===== config.mk =====
export PLATFORM = sky130hd
export DESIGN_NAME = frame_border_measure
export DESIGN_NICKNAME = d
export VERILOG_FILES = /design/src/hdl/fbm_pkg.sv /design/src/hdl/frame_border_measure.sv
export SDC_FILE = /design/constraint.sdc
export NUM_CORES = 1
export LEC_CHECK = 0
export ABC_AREA = 1
export ABC_CLOCK_PERIOD_IN_PS = 13550
export BUFFER_PORTS_ARGS = -buffer_cell sky130_fd_sc_hd__buf_4
export CORE_MARGIN = 3
export CORE_UTILIZATION = 65
export CTS_CLUSTER_DIAMETER = 60
export DETAILED_ROUTE_END_ITERATION = 10
export PLACE_DENSITY_LB_ADDON = 0.15
export SLEW_MARGIN = 20
export SYNTH_ARGS = -nofsm -noshare
export SYNTH_HDL_FRONTEND = slang
export SYNTH_SLANG_ARGS = --single-unit

===== constraint.sdc =====
create_clock -name i_clk -period 13.55 [get_ports i_clk]
set_clock_uncertainty 0.2 [all_clocks]
set_input_delay 2.71 -clock i_clk [delete_from_list [all_inputs] [get_ports i_clk]]
set_output_delay 2.71 -clock i_clk [all_outputs]
set_load 0.01 [all_outputs]

===== src/hdl/fbm_pkg.sv =====
// Shared constants and types for the frame border measurement block.
package fbm_pkg;

    // Field widths
    localparam int PIXEL_W   = 32;
    localparam int BAND_W    = 12;
    localparam int CFG_W     = 13;
    localparam int CFG_IDX_W = 1;

    // Result tdata: top, bottom, left, right bands, then border colour
    localparam int M_DATA_W  = 4 * BAND_W + PIXEL_W;

    // Configuration register indexes
    typedef enum logic [CFG_IDX_W-1:0] {
        REG_FRAME_WIDTH  = 1'd0,
        REG_FRAME_HEIGHT = 1'd1
    } t_cfg_reg;

    // Reset frame size
    localparam int RST_WIDTH  = 256;
    localparam int RST_HEIGHT = 240;

endpackage


===== src/hdl/frame_border_measure.sv =====
// Letterbox border measurement over one raster-order frame.
//
// Usage:
//   Pixels enter on the s_ stream group, one 32-bit pixel per request, in
//   raster order. The first pixel of a frame sets the border colour. After
//   the frame's last pixel (width x height from the configuration port) one
//   result leaves on the m_ group: four 12-bit band counts and the colour in
//   m_tdata, the blank flag in m_tuser.
//   Configuration writes (index 0 width, index 1 height) are always taken,
//   abandon any frame in progress and are meant to happen between frames.
//   Size 0 acts as 1; sizes above MAX_WIDTH / MAX_HEIGHT act as the maximum.
// Timing:
//   One pixel per clock while ready. The result of a frame is valid on the
//   cycle after its last pixel is taken. Each pixel needs one 32-bit compare
//   and the min/max tracker updates, all done in the cycle it is taken.
//   While a result waits for m_tready, pixels keep flowing; only the next
//   frame's last pixel is held off until the result register is free.
// Reset:
//   Synchronous, active low. Clears frame state, drops any pending result
//   and restores a 256 x 240 frame size.
module frame_border_measure #(
    parameter int MAX_WIDTH  = 4096,
    parameter int MAX_HEIGHT = 4096
) (
    input  logic                            i_clk,
    input  logic                            i_rst_n,
    // Configuration write channel
    input  logic                            i_cfg_valid,
    output logic                            o_cfg_ready,
    input  logic [fbm_pkg::CFG_IDX_W-1:0]   i_cfg_index,
    input  logic [fbm_pkg::CFG_W-1:0]       i_cfg_data,
    // Pixel stream
    input  logic                            s_tvalid,
    output logic                            s_tready,
    input  logic [fbm_pkg::PIXEL_W-1:0]     s_tdata,   // [31:0] pixel
    // Result stream
    output logic                            m_tvalid,
    input  logic                            m_tready,
    // [11:0] top_band, [23:12] bottom_band, [35:24] left_band,
    // [47:36] right_band, [79:48] border_colour
    output logic [fbm_pkg::M_DATA_W-1:0]    m_tdata,
    output logic                            m_tuser    // [0] is_blank
);

    localparam int CW = $clog2(MAX_WIDTH);
    localparam int RW = $clog2(MAX_HEIGHT);
    localparam int RST_WM1 = (fbm_pkg::RST_WIDTH > MAX_WIDTH) ?
                             MAX_WIDTH - 1 : fbm_pkg::RST_WIDTH - 1;
    localparam int RST_HM1 = (fbm_pkg::RST_HEIGHT > MAX_HEIGHT) ?
                             MAX_HEIGHT - 1 : fbm_pkg::RST_HEIGHT - 1;

    // Clamped size minus one, kept from the last write
    logic [CW-1:0] r_wm1, n_wm1;
    logic [RW-1:0] r_hm1, n_hm1;

    // Frame state
    logic [fbm_pkg::PIXEL_W-1:0] r_colour;
    logic [CW-1:0]               r_col, r_min_col, r_max_col;
    logic [RW-1:0]               r_row, r_min_row, r_max_row;
    logic                        r_found;
    logic [CW-1:0]               n_min_col, n_max_col;
    logic [RW-1:0]               n_min_row, n_max_row;

    // Result register
    logic                         r_out_valid;
    logic [fbm_pkg::M_DATA_W-1:0] r_out_data;
    logic                         r_out_blank;

    logic                        w_cfg_acc;
    logic                        w_accept;
    logic                        w_first;
    logic                        w_row_end;
    logic                        w_last;
    logic                        w_diff;
    logic [fbm_pkg::PIXEL_W-1:0] w_colour;
    logic [fbm_pkg::BAND_W-1:0]  w_top, w_bottom, w_left, w_right;

    assign o_cfg_ready = 1'b1;
    assign w_cfg_acc   = i_cfg_valid;

    // Frame position; last depends on counters and size registers only, never on s_tvalid
    assign w_first   = (r_col == '0) && (r_row == '0);
    assign w_row_end = (r_col >= r_wm1);
    assign w_last    = w_row_end && (r_row >= r_hm1);

    // Only a frame's last pixel needs room in the result register
    assign s_tready = !w_last || !r_out_valid || m_tready;
    assign w_accept = s_tvalid && s_tready;

    // Border colour compare
    assign w_colour = w_first ? s_tdata : r_colour;
    assign w_diff   = (s_tdata != w_colour);

    // Bounding box of differing pixels, including this one
    always_comb begin
        n_min_col = r_min_col;
        n_max_col = r_max_col;
        n_min_row = r_min_row;
        n_max_row = r_max_row;
        if (w_diff) begin
            if (!r_found) begin
                n_min_col = r_col;
                n_max_col = r_col;
                n_min_row = r_row;
                n_max_row = r_row;
            end else begin
                if (r_col < r_min_col) n_min_col = r_col;
                if (r_col > r_max_col) n_max_col = r_col;
                if (r_row < r_min_row) n_min_row = r_row;
                if (r_row > r_max_row) n_max_row = r_row;
            end
        end
    end

    // Band counts, masked to the result width
    assign w_top    = fbm_pkg::BAND_W'(n_min_row);
    assign w_bottom = fbm_pkg::BAND_W'(RW'(r_hm1 - n_max_row));
    assign w_left   = fbm_pkg::BAND_W'(n_min_col);
    assign w_right  = fbm_pkg::BAND_W'(CW'(r_wm1 - n_max_col));

    // Clamp of written size values
    always_comb begin
        n_wm1 = r_wm1;
        n_hm1 = r_hm1;
        if (w_cfg_acc) begin
            unique case (i_cfg_index)
                fbm_pkg::REG_FRAME_WIDTH: begin
                    if (i_cfg_data == '0)
                        n_wm1 = '0;
                    else if (32'(i_cfg_data) > 32'(MAX_WIDTH))
                        n_wm1 = CW'(MAX_WIDTH - 1);
                    else
                        n_wm1 = CW'(i_cfg_data - fbm_pkg::CFG_W'(1));
                end
                fbm_pkg::REG_FRAME_HEIGHT: begin
                    if (i_cfg_data == '0)
                        n_hm1 = '0;
                    else if (32'(i_cfg_data) > 32'(MAX_HEIGHT))
                        n_hm1 = RW'(MAX_HEIGHT - 1);
                    else
                        n_hm1 = RW'(i_cfg_data - fbm_pkg::CFG_W'(1));
                end
                default: begin
                    n_wm1 = r_wm1;
                    n_hm1 = r_hm1;
                end
            endcase
        end
    end

    // Size registers
    always_ff @(posedge i_clk) begin
        if (!i_rst_n) begin
            r_wm1 <= CW'(RST_WM1);
            r_hm1 <= RW'(RST_HM1);
        end else begin
            r_wm1 <= n_wm1;
            r_hm1 <= n_hm1;
        end
    end

    // Frame state: a config write or the last pixel starts a new frame
    always_ff @(posedge i_clk) begin
        if (!i_rst_n || w_cfg_acc || (w_accept && w_last)) begin
            r_col     <= '0;
            r_row     <= '0;
            r_found   <= 1'b0;
            r_colour  <= '0;
            r_min_col <= '1;
            r_max_col <= '0;
            r_min_row <= '1;
            r_max_row <= '0;
        end else if (w_accept) begin
            r_colour  <= w_colour;
            r_found   <= r_found || w_diff;
            r_min_col <= n_min_col;
            r_max_col <= n_max_col;
            r_min_row <= n_min_row;
            r_max_row <= n_max_row;
            if (w_row_end) begin
                r_col <= '0;
                r_row <= r_row + RW'(1);
            end else begin
                r_col <= r_col + CW'(1);
            end
        end
    end

    // Result valid
    always_ff @(posedge i_clk) begin
        if (!i_rst_n) begin
            r_out_valid <= 1'b0;
        end else if (w_accept && w_last) begin
            r_out_valid <= 1'b1;
        end else if (m_tready) begin
            r_out_valid <= 1'b0;
        end
    end

    // Result payload
    always_ff @(posedge i_clk) begin
        if (w_accept && w_last) begin
            r_out_blank <= !(r_found || w_diff);
            if (r_found || w_diff)
                r_out_data <= {w_colour, w_right, w_left, w_bottom, w_top};
            else
                r_out_data <= {w_colour, {(4 * fbm_pkg::BAND_W){1'b0}}};
        end
    end

    assign m_tvalid = r_out_valid;
    assign m_tdata  = r_out_data;
    assign m_tuser  = r_out_blank;

    // A config write always starts a clean frame
    a_cfg_clears: assert property (@(posedge i_clk) disable iff (!i_rst_n)
        w_cfg_acc |=> (r_col == '0) && (r_row == '0) && !r_found)
        else $error("frame state not cleared after config write");

    // Column counter stays inside the row
    a_col_range: assert property (@(posedge i_clk) disable iff (!i_rst_n)
        r_col <= r_wm1)
        else $error("column counter beyond frame width");

    // Bounding box is ordered once a difference is seen
    a_box_order: assert property (@(posedge i_clk) disable iff (!i_rst_n)
        r_found |-> (r_min_col <= r_max_col) && (r_min_row <= r_max_row))
        else $error("bounding box out of order");

    // A result appears only after a frame's last pixel is taken
    a_result_src: assert property (@(posedge i_clk) disable iff (!i_rst_n)
        (r_out_valid && !$past(r_out_valid)) |-> $past(w_accept && w_last))
        else $error("result without a completed frame");

endmodule

==> metrics.md <==
| Metric | Value |
|---|---|
| Max stage delay on crit path | 0.21 ns |
| Syn nets | 1,890 |
| Critical path fanouts, max | 2 |
| Die area | 0.0213 mm² |
| Max clock buf depth | 3 |
| Post-synthesis instance total | 1,745 |
| Area post-placement | 0.0138 mm² |
| Lkg Pwr | 6.44 nW |
| Nets | 1,990 |
| Via count | 11,800 |
| Post-synth top cells | 406 x nand2_1, 267 x inv_1, 172 x a21oi_1, 147 x o21ai_0, 130 x dfxtp_1 |
| Status | complete, no violations |
| Final Cycle Share | 46.1% |
| Rel. slew slack | 41.2% |
| Fin cells | 2,123 |
| Cell mode on critical path | buf_4 |
| Number of synthesized flops with an enable pin | 81 |
| CTS tree | done |
| Vias in the first global route | 11,200 |
| Min-Delay Startpoint | r_max_row[11]$_SDFFE_PP0P_ |
| Final antenna-violating net count | 0 |
| Initial Utilization | 67.0% |
| Post-synth cell types | 39 |
| Worst vdd ir | 93.4 µV |
| Root Buffer | clkbuf_16 |
| Area leader, netlist | dfxtp_1 |
| CP Data Arrival Time | 3.33 ns |
| Pre-Repair DR Iteration Count | 6 |
| Syn_area_per_cell | 7.28 µm² |
| Layout cells sized above 1 | 10.9% |
| Placed cells | 2,078 |
| Crit-path cells | buf_4 > nor2_1 > nand3_1 > buf_4 |
| Crit start category | input port |
| CTS Buf Count | 24 |
| Worst r2r src | r_col[0]$_SDFFE_PP0P_ |
| Cell with the most instances after synthesis | nand2_1 |
| Area Overhead vs Synth | 14.8% |
| Cell Area, Synth | 0.0127 mm² |
| CTS clk-pin slew, worst paths | 0.05 ns |
| Setup bufs post-CTS | 0 |
| Final Cell Area | 0.0146 mm² |
| Max Clk Rate | 0.160 GHz |
| Setup CP Type | in -> out |
| Clk Latency, worst-skew pair | 0.51 ns |
| Largest net degree at the start of global routing | 121 |
| Row Count | 50 |
| Pwr Density | 99.4 mW/mm² |
| IO Count | 135 |
| GPL Wtd Cong | 0.903 |
| Number of port buffers | 133 |
| Layout fillers | 1,457 |
| H-tree Lvls | 1 |
| WL final | 30,700 µm |
| Final setup viols | 0 |
| Yosys warns | 0 |
| Number of vias per cell | 5.54 |
| Clock sink total | 211 |
| Most area-consuming cells after synthesis | dfxtp_1 20%, edfxtp_1 19%, nand2_1 12%, ha_1 9.1%, inv_1 7.9% |
| Min Tclk post-route | 6.24 ns |
| GRT Util Overall | 28.1% |
| Synth Flop Type | dfxtp_1 |
| Worst path top cell family by delay | buffers and inverters |
| Worst Tran Pin Value | 0.882 ns |
| Post-synth top area share | 20.5% |
| Worst setup EP type | primary output |
| Async S/R FF share, synth | 0% |
| Ant diodes | 0 |
| WP data required | 10.64 ns |
| Final core utilization | 76.9% |
| RSZ-0062 raised after global routing | no |
| Total power | 1.45 mW |
| WP buf/inv | 2 |
| Critical path's slowest cell | buf_4 |
| # hold bufs at CTS | 0 |
| CTS-repair resized insts | 0 |
| Crit. Startpoint | m_tready |
| Die Wd | 146 µm |
| Core box area | 0.0190 mm² |
| Iter 0 DRT Violations | 822 |
| Post-DP HPWL | 21,400 µm |
| Drt wl/cell | 14.5 µm |
| Die height | 146 µm |
| Post-synthesis register bit count | 211 |
| Maximum capacitance violations | 0 |
| Seq/Total Area, Yosys | 39.6% |
| DRC Markers | 0 |
| Final hold violation count | 0 |
| Initial antenna violation count | 0 |
| Setup_tns | 0 ns |
| Max-slew violations | 0 |
| First-pass GRT wire length | 51,200 µm |
| Worst Hold Class | reg -> reg |
| Grt ovf | 0 |
## per-stage QoR
step | worst slack, ns | hold WS [ns]
floorplan | 7.68 | 0.239
global placement | 7.27 | 0.249
detailed placement | 7.08 | 0.253
CTS | 7.29 | 0.261
global route | 7.20 | 0.285
finish | 7.31 | 0.263
## cells in the final DEF (no fill, tap or decap), types with 2 or more instances in the layout
master     count
nand2_2        9
xor2_1        13
buf_4        140
fa_1           2
edfxtp_1      81
nor3_1        25
clkinv_4       2
inv_1        265
o21a_1         7
or2_2          2
nor4_1         2
nand4_1       20
o21bai_1       5
o21ai_0      147
nor2_2         5
nand3_2        9
clkbuf_16     25
a211oi_1       2
clkinv_2       3
a21oi_1      172
nor2_1       125
o21ai_1       10
ha_1          92
nand3_1       97
clkbuf_1       8
nand2_1      405
a21boi_0       3
dfxtp_1      130
nand3b_1      17
nor3b_1        3
xnor2_1        2
nand3_4        2
o31ai_1        2
clkinv_1       6
o211ai_1      15
## layout make-up
type | instances | area (µm²) | share of cell area [%]
multi-input cells | 1199 | 6390 | 43.8
clock inverters | 10 | 76.3 | 0.523
clock buffers | 34 | 669 | 4.59
well taps | 260 | 325 | 2.23
flip-flops and latches | 211 | 5030 | 34.5
inverters | 267 | 1000 | 6.88
repair buffers | 142 | 1090 | 7.47
## cells by family after synthesis
family / after synthesis / synth area share, %
other: 1 / 0.0295
and+or+nand+nor: 724 / 24.5
AOI/OAI and AO/OA: 365 / 15.1
DFF: 211 / 39.6
adders and majority gates: 94 / 9.38
xor gates and xnor gates: 15 / 1.03
buffers and inverters: 335 / 10.3
## tightest hold or removal path: stages, from the launching register on
cell and delay [ns]:
dfxtp_1 0.31, nand2_1 0.06, a21oi_1 0.05
## final timing paths
path	cells past startpoint	end	slack (ns)
min reg2reg	2	r_max_row[11]$_SDFFE_PP0P_	0.26
max reg2reg	22	r_col[11]$_SDFFE_PP0P_	7.88
min	2	r_max_row[11]$_SDFFE_PP0P_	0.26
max	4	s_tready	7.31
## power breakdown
group / switching, mW / total (mW) / internal, mW
sequential: 0.00906 / 0.681 / 0.672
clock: 0.254 / 0.616 / 0.363
combinational: 0.0994 / 0.152 / 0.0525
## routing by layer
metal	vias up	share of wire (%)	track usage, %
met1	5411	42	34.7
met5	-	0	0
met3	70	5.5	4.08
li1	5921	-	-
met4	0	2.7	9.97
met2	352	50	50.2
## state kept, by name (all words and copies together), names as in the netlist
| name | count |
|---|---|
| m_tdata | 80 |
| r_colour | 32 |
| r_col | 12 |
| r_hm1 | 12 |
| r_max_col | 12 |
| r_max_row | 12 |
| r_min_col | 12 |
| r_min_row | 12 |
| r_row | 12 |
| r_wm1 | 12 |
| m_tuser | 1 |
| m_tvalid | 1 |
| r_found | 1 |
Power figures use the tool's default switching activity.
